## config.mk

```make
export PLATFORM = sky130hd
export DESIGN_NAME = upc_scanner
export DESIGN_NICKNAME = d
export VERILOG_FILES = /design/src/rtl/upc_pkg.sv /design/src/rtl/upc_scanner.sv
export SDC_FILE = /design/constraint.sdc
export NUM_CORES = 1
export LEC_CHECK = 0
export ABC_AREA = 1
export BUFFER_PORTS_ARGS = -buffer_cell sky130_fd_sc_hd__buf_2
export CAP_MARGIN = 15
export CORE_ASPECT_RATIO = 0.9
export CORE_MARGIN = 2
export CORE_UTILIZATION = 62
export DETAILED_ROUTE_END_ITERATION = 10
export MAX_ROUTING_LAYER = met4
export PLACE_DENSITY = 0.91
export SYNTH_ARGS = -nofsm -noshare
export SYNTH_HDL_FRONTEND = slang
export SYNTH_SLANG_ARGS = --single-unit
```

## constraint.sdc

```tcl
create_clock -name clk -period 3.8 [get_ports clk]
set_input_delay 0.76 -clock clk [delete_from_list [all_inputs] [get_ports clk]]
set_output_delay 0.76 -clock clk [all_outputs]
set_load 0.03 [all_outputs]
```

## src/rtl/upc_pkg.sv

```systemverilog
// Types, constants and prefix tables of the upload path safety checker.
package upc_pkg;

  // Verdict codes, in the order in which the checks are applied.
  typedef enum logic [2:0] {
    REASON_OK       = 3'd0,
    REASON_EMPTY    = 3'd1,
    REASON_TOO_LONG = 3'd2,
    REASON_CONTROL  = 3'd3,
    REASON_SLASHES  = 3'd4,
    REASON_DOTS     = 3'd5,
    REASON_PREFIX   = 3'd6
  } reason_t;

  typedef struct packed {
    logic    safe;
    reason_t reason;
  } verdict_t;

  // Registered path byte handed from the input stage to the scanner.
  typedef struct packed {
    logic       fire;
    logic [7:0] data;
  } byte_xfer_t;

  localparam int unsigned ASSETS_LEN = 8;
  localparam int unsigned FONTS_LEN  = 7;

  localparam logic [7:0] TERMINATOR   = 8'h00;
  localparam logic [7:0] CONTROL_LAST = 8'h1F;
  localparam logic [7:0] DEL_CHAR     = 8'h7F;
  localparam logic [7:0] SLASH_CHAR   = 8'h2F;
  localparam logic [7:0] DOT_CHAR     = 8'h2E;

  // Characters of "/assets/".
  function automatic logic [7:0] assets_char(input logic [2:0] idx);
    logic [7:0] c;
    case (idx)
      3'd0:    c = "/";
      3'd1:    c = "a";
      3'd2:    c = "s";
      3'd3:    c = "s";
      3'd4:    c = "e";
      3'd5:    c = "t";
      3'd6:    c = "s";
      default: c = "/";
    endcase
    return c;
  endfunction

  // Characters of "/fonts/"; the last index is never used.
  function automatic logic [7:0] fonts_char(input logic [2:0] idx);
    logic [7:0] c;
    case (idx)
      3'd0:    c = "/";
      3'd1:    c = "f";
      3'd2:    c = "o";
      3'd3:    c = "n";
      3'd4:    c = "t";
      3'd5:    c = "s";
      3'd6:    c = "/";
      default: c = 8'h00;
    endcase
    return c;
  endfunction

endpackage

```

## src/rtl/upc_scanner.sv

```systemverilog
// Per-path state: length, previous byte, hazard flags and prefix matches.
module upc_scanner import upc_pkg::*; #(
  parameter int unsigned MAX_PATH_LEN = 128
) (
  input  logic       clk,
  input  logic       rst,
  input  byte_xfer_t item,
  output logic       verdict_load,
  output verdict_t   verdict
);

  localparam int unsigned CW = $clog2(MAX_PATH_LEN + 1);
  localparam logic [CW-1:0] MAX_CNT    = CW'(MAX_PATH_LEN);
  localparam logic [CW-1:0] ASSETS_CNT = CW'(ASSETS_LEN);
  localparam logic [CW-1:0] FONTS_CNT  = CW'(FONTS_LEN);

  logic [CW-1:0] char_count, char_count_next;
  logic [7:0]    prior_byte, prior_byte_next;
  logic          control_seen, control_seen_next;
  logic          slash_pair_seen, slash_pair_seen_next;
  logic          dot_pair_seen, dot_pair_seen_next;
  logic          assets_prefix_alive, assets_prefix_alive_next;
  logic          fonts_prefix_alive, fonts_prefix_alive_next;

  logic [7:0] c;
  logic       is_term;
  reason_t    reason;

  assign c       = item.data;
  assign is_term = (c == TERMINATOR);

  // State update for one non-zero byte; the terminator returns to reset.
  always_comb begin
    char_count_next          = char_count;
    prior_byte_next          = prior_byte;
    control_seen_next        = control_seen;
    slash_pair_seen_next     = slash_pair_seen;
    dot_pair_seen_next       = dot_pair_seen;
    assets_prefix_alive_next = assets_prefix_alive;
    fonts_prefix_alive_next  = fonts_prefix_alive;
    if (item.fire) begin
      if (is_term) begin
        char_count_next          = '0;
        prior_byte_next          = 8'h00;
        control_seen_next        = 1'b0;
        slash_pair_seen_next     = 1'b0;
        dot_pair_seen_next       = 1'b0;
        assets_prefix_alive_next = 1'b1;
        fonts_prefix_alive_next  = 1'b1;
      end else begin
        if ((c <= CONTROL_LAST) || (c == DEL_CHAR)) begin
          control_seen_next = 1'b1;
        end
        if ((c == SLASH_CHAR) && (prior_byte == SLASH_CHAR)) begin
          slash_pair_seen_next = 1'b1;
        end
        if ((c == DOT_CHAR) && (prior_byte == DOT_CHAR)) begin
          dot_pair_seen_next = 1'b1;
        end
        if ((char_count < ASSETS_CNT) && (c != assets_char(char_count[2:0]))) begin
          assets_prefix_alive_next = 1'b0;
        end
        if ((char_count < FONTS_CNT) && (c != fonts_char(char_count[2:0]))) begin
          fonts_prefix_alive_next = 1'b0;
        end
        if (char_count < MAX_CNT) begin
          char_count_next = char_count + 1'b1;
        end
        prior_byte_next = c;
      end
    end
  end

  always_ff @(posedge clk) begin
    if (rst) begin
      char_count          <= '0;
      prior_byte          <= 8'h00;
      control_seen        <= 1'b0;
      slash_pair_seen     <= 1'b0;
      dot_pair_seen       <= 1'b0;
      assets_prefix_alive <= 1'b1;
      fonts_prefix_alive  <= 1'b1;
    end else begin
      char_count          <= char_count_next;
      prior_byte          <= prior_byte_next;
      control_seen        <= control_seen_next;
      slash_pair_seen     <= slash_pair_seen_next;
      dot_pair_seen       <= dot_pair_seen_next;
      assets_prefix_alive <= assets_prefix_alive_next;
      fonts_prefix_alive  <= fonts_prefix_alive_next;
    end
  end

  // Verdict priority: the first failing check wins.
  always_comb begin
    if (char_count == '0) begin
      reason = REASON_EMPTY;
    end else if (char_count >= MAX_CNT) begin
      reason = REASON_TOO_LONG;
    end else if (control_seen) begin
      reason = REASON_CONTROL;
    end else if (slash_pair_seen) begin
      reason = REASON_SLASHES;
    end else if (dot_pair_seen) begin
      reason = REASON_DOTS;
    end else if (assets_prefix_alive && (char_count > ASSETS_CNT)) begin
      reason = REASON_OK;
    end else if (fonts_prefix_alive && (char_count > FONTS_CNT)) begin
      reason = REASON_OK;
    end else begin
      reason = REASON_PREFIX;
    end
  end

  assign verdict_load   = item.fire && is_term;
  assign verdict.safe   = (reason == REASON_OK);
  assign verdict.reason = reason;

endmodule

```

After elaboration in Yosys (flattened, before gate mapping):

Cells that the tools add are included.

* register bits: 21
* input port bits: 11
* output and inout bits: 5
* word-level logic and storage cells: 80

* add/subtract/negate cells: 1
* $lt $le $gt $ge: 7
* equality and inequality tests: 13
* multiplexer cells: 26
* reduce and logical (&&, ||, !) cells: 26

Operators by type and width (count)
* $mux W8: 7
* $pmux W7 S6: 1
* $eq A8 B6 Y1 const B: 4
* $pmux W7 S4: 1
* $mux W3: 7
* $logic_not A8 Y1: 2
* $ne A8 B8 Y1: 2
* $reduce_and A2 Y1: 6
* $reduce_bool A2 Y1: 6
* $mux W1: 10
* $eq A3 B3 Y1 const B: 3
* $add A8 B1 Y8 const B: 1
* $eq A8 B7 Y1 const B: 1
* $ge A8 B8 Y1 const B: 1
* $gt A8 B3 Y1 const B: 1
* $gt A8 B4 Y1 const B: 1
* $le A8 B5 Y1 const B: 1
* $lt A8 B3 Y1 const B: 1
* $lt A8 B4 Y1 const B: 1
* $lt A8 B8 Y1 const B: 1
* $logic_and A1 B1 Y1: 7
* $eq A3 B2 Y1 const B: 2
* $logic_not A3 Y1: 2
* $eq A3 B1 Y1 const B: 1
* other kinds (3): 3

Logic depth before layout (Yosys ltp):

Gate-level depths: netlist of the first run.

* depth after elaboration: 10
* mapped depth: 14
* gate-level depth less buffers: 14

Worst setup path before layout of the first run:

Ideal clock, no wire load.

* path type: reg2out
* start: reg char_count[0]
* end: out verdict[3] (netlist bit)
* data arrival time: 2.132 ns
* data required time: 3.040 ns
* path slack: 0.908 ns
* cell stages (with the launch flop): 6
* path buffers: 0
* path through: dfxtp_1 > inv_1 > ha_1 > nand2_2 > o22ai_1 > nor4_1

RTL lines
* start, declared: RTL line upc_scanner.sv:17 `logic [CW-1:0] char_count, char_count_next;`
* start signal, assigned: RTL line upc_scanner.sv:84 `char_count <= char_count_next;`
* end, declared: RTL line upc_scanner.sv:9 `output verdict_t verdict`

==> results of run 1 <==
## worst max-delay path by stage
stage                   from      endpoint  slack, ps
2_1_floorplan  char_count[0]    verdict[3]        910
3_3_place_gp         item[6]  verdict_load       1460
3_5_place_dp         item[6]  verdict_load       1450
4_1_cts        char_count[0]    verdict[3]       1170
5_1_grt        char_count[2]    verdict[3]       1000
6_report       char_count[0]    verdict[3]       1190
## layout make-up
cell class	instances	area share [%]
Sequential cell	21	26.0
Tap cell	27	2.09
Timing Repair Buffer	15	4.64
Clock buffer	4	1.63
Multi-Input combinational cell	170	57.7
Inverter	32	7.89
## registers in the layout, summed over array words and instances (netlist names)
signal	flops
prior_byte	8
control_seen	1
slash_pair_seen	1
assets_prefix_alive	1
fonts_prefix_alive	1
dot_pair_seen	1
char_count	8
## power by group through the flow
stage               registers [uW]  clock network, uW  logic, uW
floorplan                      240                  0       97.9
global placement               242                  0        124
detailed placement             243                  0        127
CTS                            238                106        127
global route                   239                116        145
finish                         238                107        127
## layer usage
| metal | routed length, microns | up-vias | global-route usage, % |
|---|---|---|---|
| li1 | - | 775 | - |
| met1 | 1650 | 645 | 36.8 |
| met2 | 1410 | 24 | 40.5 |
| met3 | 132 | 5 | 2.32 |
| met4 | 42 | 0 | 8.33 |
| met5 | 0 | - | - |
## critical path: cells and delay by family, from the launching register on
| family | cells | cell delay, ps |
|---|---|---|
| AND/OR/NAND/NOR | 2 | 340 |
| buffers and inverters | 2 | 350 |
| adder cells (fa/ha/maj) | 1 | 250 |
| flip-flops | 1 | 500 |
| AO/OA/AOI/OAI | 1 | 100 |
## cells in the final DEF, fill, tap and decap left out, types with 2 or more instances in the layout
cell / n
nand2_4: 5
nand3_1: 14
ha_1: 5
nand4_1: 8
nor3_1: 6
a21oi_1: 21
nand2_2: 5
nand3_2: 2
a31oi_1: 2
o21ai_0: 11
clkbuf_4: 3
a211oi_1: 2
o22ai_1: 2
inv_2: 3
nand2_1: 43
nor4_1: 2
inv_1: 28
dfxtp_1: 21
buf_2: 15
nor2_1: 30
## kinds of logic after synthesis
| logic type | Yosys count | synth area share (%) |
|---|---|---|
| buffers and inverters | 35 | 9.98 |
| and+or+nand+nor | 123 | 41.1 |
| xor gates and xnor gates | 1 | 0.582 |
| AOI/OAI and AO/OA | 40 | 14.9 |
| DFF | 21 | 28.0 |
| adders and majority gates | 6 | 5.49 |
## through the flow
step	setup slack [ps]	cell area [sq um]	cells	hold slack [ps]	util (%)
finish	1190	1620	269	455	72.1
global route	998	1620	269	479	72.1
CTS	1170	1620	269	456	72.1
detailed placement	1450	1590	265	435	70.9
global placement	1460	1590	265	430	70.9
floorplan	908	1500	226	419	-
==> results.toml, run 1 <==
[power_and_ir_drop]
net-switching-power_uw = 155
pwr-share-clk_pct = 22.6
fin_total_pwr_uw = 471
power_density_nw_per_um2 = 292
p_comb_share_pct = 27.0
vdd_drop_max_v = 0.000304
sequentialPowerShare_pct = 50.4
internal_power_uw = 316
power.share.switching_pct = 33.0
leakage_uw = 0.000760

[clock_tree]
clock_tree.htree_level_count = 1
cts.sink_count = 21
cts.hold.buffers_added = 0
worst_skew_pair.late_latency_ps = 300
cts_tree = "built"
post_cts_resize_count = 0
cts-root-buf = "clkbuf_4"
cts_setup_buffers = 0
tritoncts.num_buffers = 3
clk_pin_slew_ps = 110
max-clock-path-buffers = 2

[global_routing]
grt.overflow.total = 0
first_global_vias = 1301
grt_start_max_net_pins = 19
antenna_found_initial = 0
wire_length_of_the_first_global_routing_pass_mm = 5.69
grt.total_usage_pct = 26.2

[timing]
slew_headroom_pct = 63.2
rsz0062_at_grt = "no"
final.min_clock_period_ps = 2610
fmax_mhz = 383
finalClockSkew_ps = 0.587
timing_hold_violations_final = 0
setup_total_negative_slack_ps = 0
drv_slew = 0
finalCritPeriodShare_pct = 68.6
finalSetupViolCount = 0
max_slew.worst_pin.slew_ps = 552

[drt]
drt_pre_antenna_iters = 4
post_drt_wl_per_cell_microns = 12.0
drc = 0
ant_nets = 0
wl_mm = 3.24
detailedRoute.firstIterationViolations = 83
drt-vias-per-instance = 5.39
route.vias.total = 1449

[logic_synthesis]
synth_sequential_area_ratio_pct = 28.0
yosys_warnings = 0
synthArstFlopShare_pct = 0
synth-main-ff-cell = "dfxtp_1"
synth.net_count = 243
synthDominantCellAreaShare_pct = 28.0
post_synthesis_area_per_instance_sq_um = 6.65
synth_edf_count = 0
synth.cells.most_frequent = "nand2_1 (43), nor2_1 (30), inv_1 (28), a21oi_1 (21), dfxtp_1 (21)"
synth.top_cells.by_area = "dfxtp_1 (28%), nand2_1 (11%), nor2_1 (7.5%), a21oi_1 (7.0%), inv_1 (7.0%)"
post_synth_num_cell_types = 34
synth_most_common_cell = "nand2_1"
synthesis.instances = 226
synth_top_area_cell = "dfxtp_1"
synth-seq-cells = 21
mappedNetlistArea_sq_um = 1500

[floorplan]
die_area_sq_um = 2840
die-width_microns = 55.9
floorplan.core_area_sq_um = 2240
initial_standard_cell_utilization_of_the_core_pct = 67.1
rows = 16
ios = 16
die_y_microns = 50.7

[finish]
layout-drive-gt1-share_pct = 16.5
num-fill-cells = 211
antennaDiodeCount = 0
layout.area.seq_sq_um = 420
nets = 260
layout-area-overhead-vs-synth_pct = 7.49
total_area_of_multi_input_combinational_cells_sq_um = 933

[critical_path]
critical_path.slowest_cell = "dfxtp_1"
cp_cell_sequence = "inv_1 -> ha_1 -> nand2_2 -> o22ai_1 -> nor4_1 -> buf_2"
rrSetupSlack_ps = 1750
worst-endpoint-arrival_ps = 1850
timing_worst_setup_path_type = "flop to output port"
delay_of_the_slowest_critical_path_stage_ps = 500
cp_data_required_time_ps = 3040
r2r-start = "char_count[2]"
worst-path-max-fanout = 8
worstSetupEndpointType = "output port"
worst_reg2reg_path_endpoint = "fonts_prefix_alive"
ff2ff_path_depth = 9
critical_path.startpoint_type = "flop"

[hold_path]
worstHoldStart = "assets_prefix_alive"
worstHoldEndpoint = "assets_prefix_alive"
min_path_cells = 2
worst_hold_path_type = "flop to flop"

[run_status]
run_status = "finished clean"

[job]
max_cap_viol_count = 0

[placed_design]
globalplace.congestion = 0.981
port-buffer-count = 15
hpwl_mm = 2.59
Note: power is estimated with default switching activity, not from simulation.
==> run 2: changes to the inputs <==
- ABC_AREA: 1 -> 0
- CORE_UTILIZATION: 62 -> 57
- PLACE_DENSITY: 0.91 -> 0.86
- clock period: 3.8 -> 2.6 ns (I/O delays scaled with it)
==> run 2 against run 1 <==
Net effect: cell area decreased by 2.9%; combinational power increased by 35%; global-route usage decreased by 1.3 points; via count decreased by 8.1%; register-to-register slack got worse by 1400 ps; sequential power increased by 46%; the flow now finishes with violations (setup timing); first-iteration DRC count decreased by 27%; clock power increased by 49%; utilization decreased by 6.8 points; hold slack improved by 44 ps; non-clock buffer count increased by 4; largest cell class unchanged.
==> results.toml, run 2 <==
[timing]
slew_headroom_pct = 66.9
timing_hold_violations_final = 0
rsz0062_at_grt = "yes"
finalCritPeriodShare_pct = 102
finalSetupViolCount = 3
final.min_clock_period_ps = 2660
drv_slew = 0
fmax_mhz = 376
setup_total_negative_slack_ps = -143
max_slew.worst_pin.slew_ps = 495
finalClockSkew_ps = 4.05
post-route-worst-setup-slack_ps = -62.2

[critical_path]
timing_worst_setup_path_type = "flop to output port"
worst-endpoint-arrival_ps = 2140
worst-path-max-fanout = 3
critical_path.startpoint_type = "flop"
cp_data_required_time_ps = 2080
worstSetupEndpointType = "output port"

[logic_synthesis]
synth_edf_count = 0
post_synthesis_area_per_instance_sq_um = 8.29
synthArstFlopShare_pct = 0
mappedNetlistArea_sq_um = 1430
synth_top_area_cell = "dfxtp_1"
synth_sequential_area_ratio_pct = 29.5
synthDominantCellAreaShare_pct = 29.5
yosys_warnings = 0
synthesis.instances = 172
post_synth_num_cell_types = 47
synth.cells.most_frequent = "nor2_1 (27), dfxtp_1 (21), a21oi_1 (12), nand2_1 (11), nand3_1 (9)"
synth_most_common_cell = "nor2_1"
synth.net_count = 189
synth.top_cells.by_area = "dfxtp_1 (29%), nor2_1 (7.1%), mux2i_1 (5.6%), ha_1 (4.4%), a21oi_1 (4.2%)"
synth-main-ff-cell = "dfxtp_1"
synth-seq-cells = 21

[global_routing]
antenna_found_initial = 0
grt_start_max_net_pins = 23
gr-max-usage-layer = "met2"
wire_length_of_the_first_global_routing_pass_mm = 5.46
gr-usage-met3_pct = 5.06
grt.total_usage_pct = 25.0
use_met1_pct = 30.4
first_global_vias = 1223
use_met2_pct = 40.5
grt.overflow.total = 0

[drt]
route.vias.total = 1331
wl_mm = 3.32
drt_pre_antenna_iters = 4
drc = 0
detailedRoute.firstIterationViolations = 61
post_drt_wl_per_cell_microns = 15.5
ant_nets = 0
drt-vias-per-instance = 6.19

[floorplan]
die_area_sq_um = 2920
die-width_microns = 56.7
initial_standard_cell_utilization_of_the_core_pct = 59.3
ios = 16
die_y_microns = 51.5
floorplan.core_area_sq_um = 2400
rows = 17

[finish]
layout-area-overhead-vs-synth_pct = 10.0
nets = 205
antennaDiodeCount = 0
final_cell_mix = "nor2_1 (27), dfxtp_1 (20), a21oi_1 (12), buf_2 (12), nand2_1 (11)"
num-fill-cells = 194
layout.area.seq_sq_um = 422
total_area_of_multi_input_combinational_cells_sq_um = 947
filler_free_cell_count_of_the_finished_design = 215
finished_cell_area_sq_um = 1570
layout_top_registers = "char_count: 8 flops, prior_byte: 8 flops"
layout-drive-gt1-share_pct = 19.8
layout_commonest_cell = "nor2_1"

[run_status]
violations = "setup timing"
run_status = "finished, violations left"

[clock_tree]
cts-root-buf = "clkbuf_4"
tritoncts.num_buffers = 3
max-clock-path-buffers = 2
worst_skew_pair.late_latency_ps = 320
clock_tree.htree_level_count = 1
cts_tree = "built"
cts.hold.buffers_added = 0
cts.sink_count = 21
clk_pin_slew_ps = 110

[placed_design]
instance_area_at_placement_sq_um = 1510
port-buffer-count = 15
dp.cells = 209
globalplace.congestion = 0.952
hpwl_mm = 2.52

[power_and_ir_drop]
fin_total_pwr_uw = 677
vdd_drop_max_v = 0.000367
leakage_uw = 0.000657
power_density_nw_per_um2 = 432

[job]
max_cap_viol_count = 0

[hold_path]
worst_hold_path_type = "input pin to flop"
[run 2: changes by cell type after synthesis, sizes merged, moves of 8 or more]
cell,change
nand2,-43
mux2i,+8
inv,-25
a21oi,-10
o21ai,-8
[run 2: power breakdown]
group,internal [uW],total (uW),switching (uW)
logic,70.3,171,101
registers,334,347,12.4
clock network,60.2,159,99.2
[run 2: critical path, stage by stage, from the launching register on]
cell     delay, ps
dfxtp_2        340
or4_4          550
o41a_1         350
o22ai_2        160
nor3_2          70
nor4_2         160
buf_4          210
[run 2: metal layers]
metal / wire length (microns) / part of all wire (%) / vias to the layer above
met5: 0 / 0 / -
met4: 66 / 2.0 / 0
li1: - / - / 641
met3: 288 / 8.7 / 7
met2: 1590 / 48 / 56
met1: 1380 / 42 / 627
[run 2: worst paths after layout]
kind / from / to / slack, ps / cells past startpoint
worst min-delay path: item[0] / prior_byte[0] / 500 / 3
worst min register to register: prior_byte[0] / slash_pair_seen / 510 / 2
worst max-delay path: char_count[4] / verdict[2] / -60 / 6
worst max register to register: char_count[0] / fonts_prefix_alive / 320 / 7
[run 2: repair_timing]
| item | CTS | global route |
|---|---|---|
| gates cloned | 0 | 0 |
| hold endpoints to repair | 0 | 0 |
| buffers inserted | 2 | 0 |
| resized for setup | 5 | 1 |
| setup endpoints to repair | 4 | 4 |
| pin swaps | 2 | 2 |
[run 2: kinds of logic (layout without fill, tap and decap cells)]
family	Yosys count	after routing	share of synthesized area [%]
AOI/OAI and AO/OA	34	34	18.1
xor gates and xnor gates	12	12	7.37
adders and majority gates	6	6	5.79
buffers and inverters	15	30	5.26
DFF	21	21	29.5
muxes	9	9	6.40
and+or+nand+nor	75	75	27.6
[run 2: layout make-up]
type	instances	share of cell area (%)
multi-input combinational	136	60.4
sequential	21	26.9
clock buffer	4	1.67
tap	28	2.23
inverter	7	1.67
timing repair buffer	19	7.18
[run 2: metrics by stage]
step / hold slack, ps / utilization (%) / setup slack, ps
3_3_place_gp: 473 / 62.8 / 249
2_1_floorplan: 451 / - / 59.7
5_1_grt: 524 / 65.3 / -129
3_5_place_dp: 491 / 62.8 / 224
6_report: 500 / 65.3 / -62.2
4_1_cts: 497 / 65.1 / -60.2
==> run 3: changes to the inputs <==
--- a/config.mk
+++ b/config.mk
@@ -10,5 +10,5 @@
 export CAP_MARGIN = 15
 export CORE_ASPECT_RATIO = 0.9
-export CORE_MARGIN = 2
+export CORE_MARGIN = 3
 export CORE_UTILIZATION = 57
 export DETAILED_ROUTE_END_ITERATION = 10
==> constraint.sdc (replaced) <==
create_clock -name clk -period 2.6 [get_ports clk]
set_input_delay 0 -clock clk [delete_from_list [all_inputs] [get_ports clk]]
set_output_delay 0 -clock clk [all_outputs]
set_load 0.03 [all_outputs]
==> run 3 against run 2 <==
Net effect: the run now ends clean; critical endpoint is now verdict[1]; sequential share of layout area up 0.58 points; utilization up 1.8 points; via count down 2.2%; critical path depth unchanged; first-iteration DRC count down 9.8%; highest routed layer unchanged.
==> results.toml, run 3 (synthesized netlist as in run 2, its figures left out) <==
[drt]
detailedRoute.firstIterationViolations = 55
ant_nets = 0
met3RoutedLength_microns = 189
post_drt_wl_per_cell_microns = 15.3
drt_pre_antenna_iters = 4
drc = 0
route.layer.met1.wl_mm = 1.53
route.vias.total = 1302
drt-vias-per-instance = 6.14
detailroute.wirelength.met2_mm = 1.48
wl_mm = 3.25
highest_metal_layer_with_signal_wires = "met4"

[floorplan]
rows = 16
floorplan.core_area_sq_um = 2280
ios = 16
initial_standard_cell_utilization_of_the_core_pct = 62.5
die_y_microns = 53.5
die_area_sq_um = 3140
die-width_microns = 58.7

[timing]
fmax_mhz = 428
post-route-worst-setup-slack_ps = 264
drv_slew = 0
max_slew.worst_pin.slew_ps = 504
finalCritPeriodShare_pct = 89.8
setup_total_negative_slack_ps = 0
slew_headroom_pct = 66.1
rsz0062_at_grt = "no"
final.min_clock_period_ps = 2340
timing_hold_violations_final = 0
finalSetupViolCount = 0
finalClockSkew_ps = 1.08

[critical_path]
r2r-start = "char_count[0]"
worstSetupEndpointType = "output port"
rrSetupSlack_ps = 290
ff2ff_path_depth = 7
critical_path.slowest_cell = "or4_4"
cp_top_family = "simple AND/OR/NAND/NOR gates"
timing.critical_path.buf_inv = 1
setup.worst_path.end = "verdict[1]"
setup.worst_path.start = "char_count[7]"
timing.critical_path.depth = 6
delay_of_the_slowest_critical_path_stage_ps = 590
worst-path-max-fanout = 8
critical_path.startpoint_type = "flop"
worst-endpoint-arrival_ps = 2340
cp_cell_sequence = "or4_4 -> o41a_1 -> o22ai_2 -> a211oi_1 -> nor2_1 -> buf_2"
cp_data_required_time_ps = 2600
worst_reg2reg_path_endpoint = "fonts_prefix_alive"
timing_worst_setup_path_type = "flop to output port"

[power_and_ir_drop]
internal_power_uw = 461
leakage_uw = 0.000640
power.share.switching_pct = 31.6
pwr-share-clk_pct = 23.6
p_comb_share_pct = 25.0
sequentialPowerShare_pct = 51.4
net-switching-power_uw = 212
vdd_drop_max_v = 0.000467
power_density_nw_per_um2 = 439

[job]
max_cap_viol_count = 0

[finish]
antennaDiodeCount = 0
layout-drive-gt1-share_pct = 16.8
layout_top_registers = "char_count: 8 flops, prior_byte: 8 flops"
nets = 203
final_cell_mix = "nor2_1 (27), dfxtp_1 (21), buf_2 (15)"
layout-area-overhead-vs-synth_pct = 7.37
layout_commonest_cell = "nor2_1"

[global_routing]
first_global_vias = 1193
antenna_found_initial = 0
grt.overflow.total = 0
grt_start_max_net_pins = 23
wire_length_of_the_first_global_routing_pass_mm = 5.39
grt.total_usage_pct = 23.2

[hold_path]
worst_hold_path_type = "input pin to flop"
worstHoldStart = "rst"

[clock_tree]
cts_setup_buffers = 0
clock_tree.htree_level_count = 1
cts_tree = "built"
clk_pin_slew_ps = 120
tritoncts.num_buffers = 3
worst_skew_pair.late_latency_ps = 310
cts.sink_count = 21
max-clock-path-buffers = 2
cts-root-buf = "clkbuf_4"

[placed_design]
post-place-ws_ps = 332
port-buffer-count = 15
hpwl_mm = 2.44
globalplace.congestion = 0.974

[run_status]
run_status = "finished clean"
==> run 3: power groups by stage <==
stage	Clock [uW]	Combinational, uW	Sequential, uW
finish	159	168	346
global route	175	183	349
CTS	162	167	346
detailed placement	0	164	353
global placement	0	160	352
floorplan	0	122	350
==> run 3: repair_timing <==
action,in CTS,in global routing
endpoints found under the setup margin,0,0
endpoints found under the hold margin,1,0
gates resized for setup,0,0
hold buffers,1,0
==> run 3: worst min-delay path by stage <==
stage	end	depth (start not counted)
5_1_grt	prior_byte[0]	2
2_1_floorplan	char_count[0]	1
6_report	prior_byte[5]	2
3_5_place_dp	prior_byte[0]	3
4_1_cts	prior_byte[2]	2
3_3_place_gp	prior_byte[0]	3
==> run 3: final cells by class <==
class | count | area [sq um]
Fill cell | 192 | 751
Inverter | 7 | 26.3
Clock buffer | 3 | 22.5
Sequential cell | 21 | 420
Tap cell | 27 | 33.8
Clock inverter | 1 | 5.00
Multi-Input combinational cell | 136 | 931
Timing Repair Buffer | 17 | 92.6
==> run 3: worst register-to-register path, delay by kind of cell (launching register included) <==
family	cells	cell delay [ps]
AO/OA/AOI/OAI	2	410
XOR/XNOR	1	160
adder cells (fa/ha/maj)	1	310
buffers and inverters	1	150
flip-flops	1	540
AND/OR/NAND/NOR	2	660
==> run 3: layer usage <==
| metal | up-vias | track usage [%] |
|---|---|---|
| li1 | 653 | - |
| met3 | 6 | 6.59 |
| met2 | 38 | 35.7 |
| met1 | 605 | 29.3 |
| met5 | - | - |
| met4 | 0 | 7.55 |
==> run 3: stage by stage <==
stage	hold WS, ps	util, %	instances	power [uW]	cell area (sq um)
2_1_floorplan	72.4	-	172	472	1430
3_3_place_gp	288	65.5	207	513	1490
3_5_place_dp	316	65.5	207	517	1490
4_1_cts	2.53	67.1	212	674	1530
5_1_grt	0.0236	67.1	212	706	1530
6_report	6.43	67.1	212	673	1530
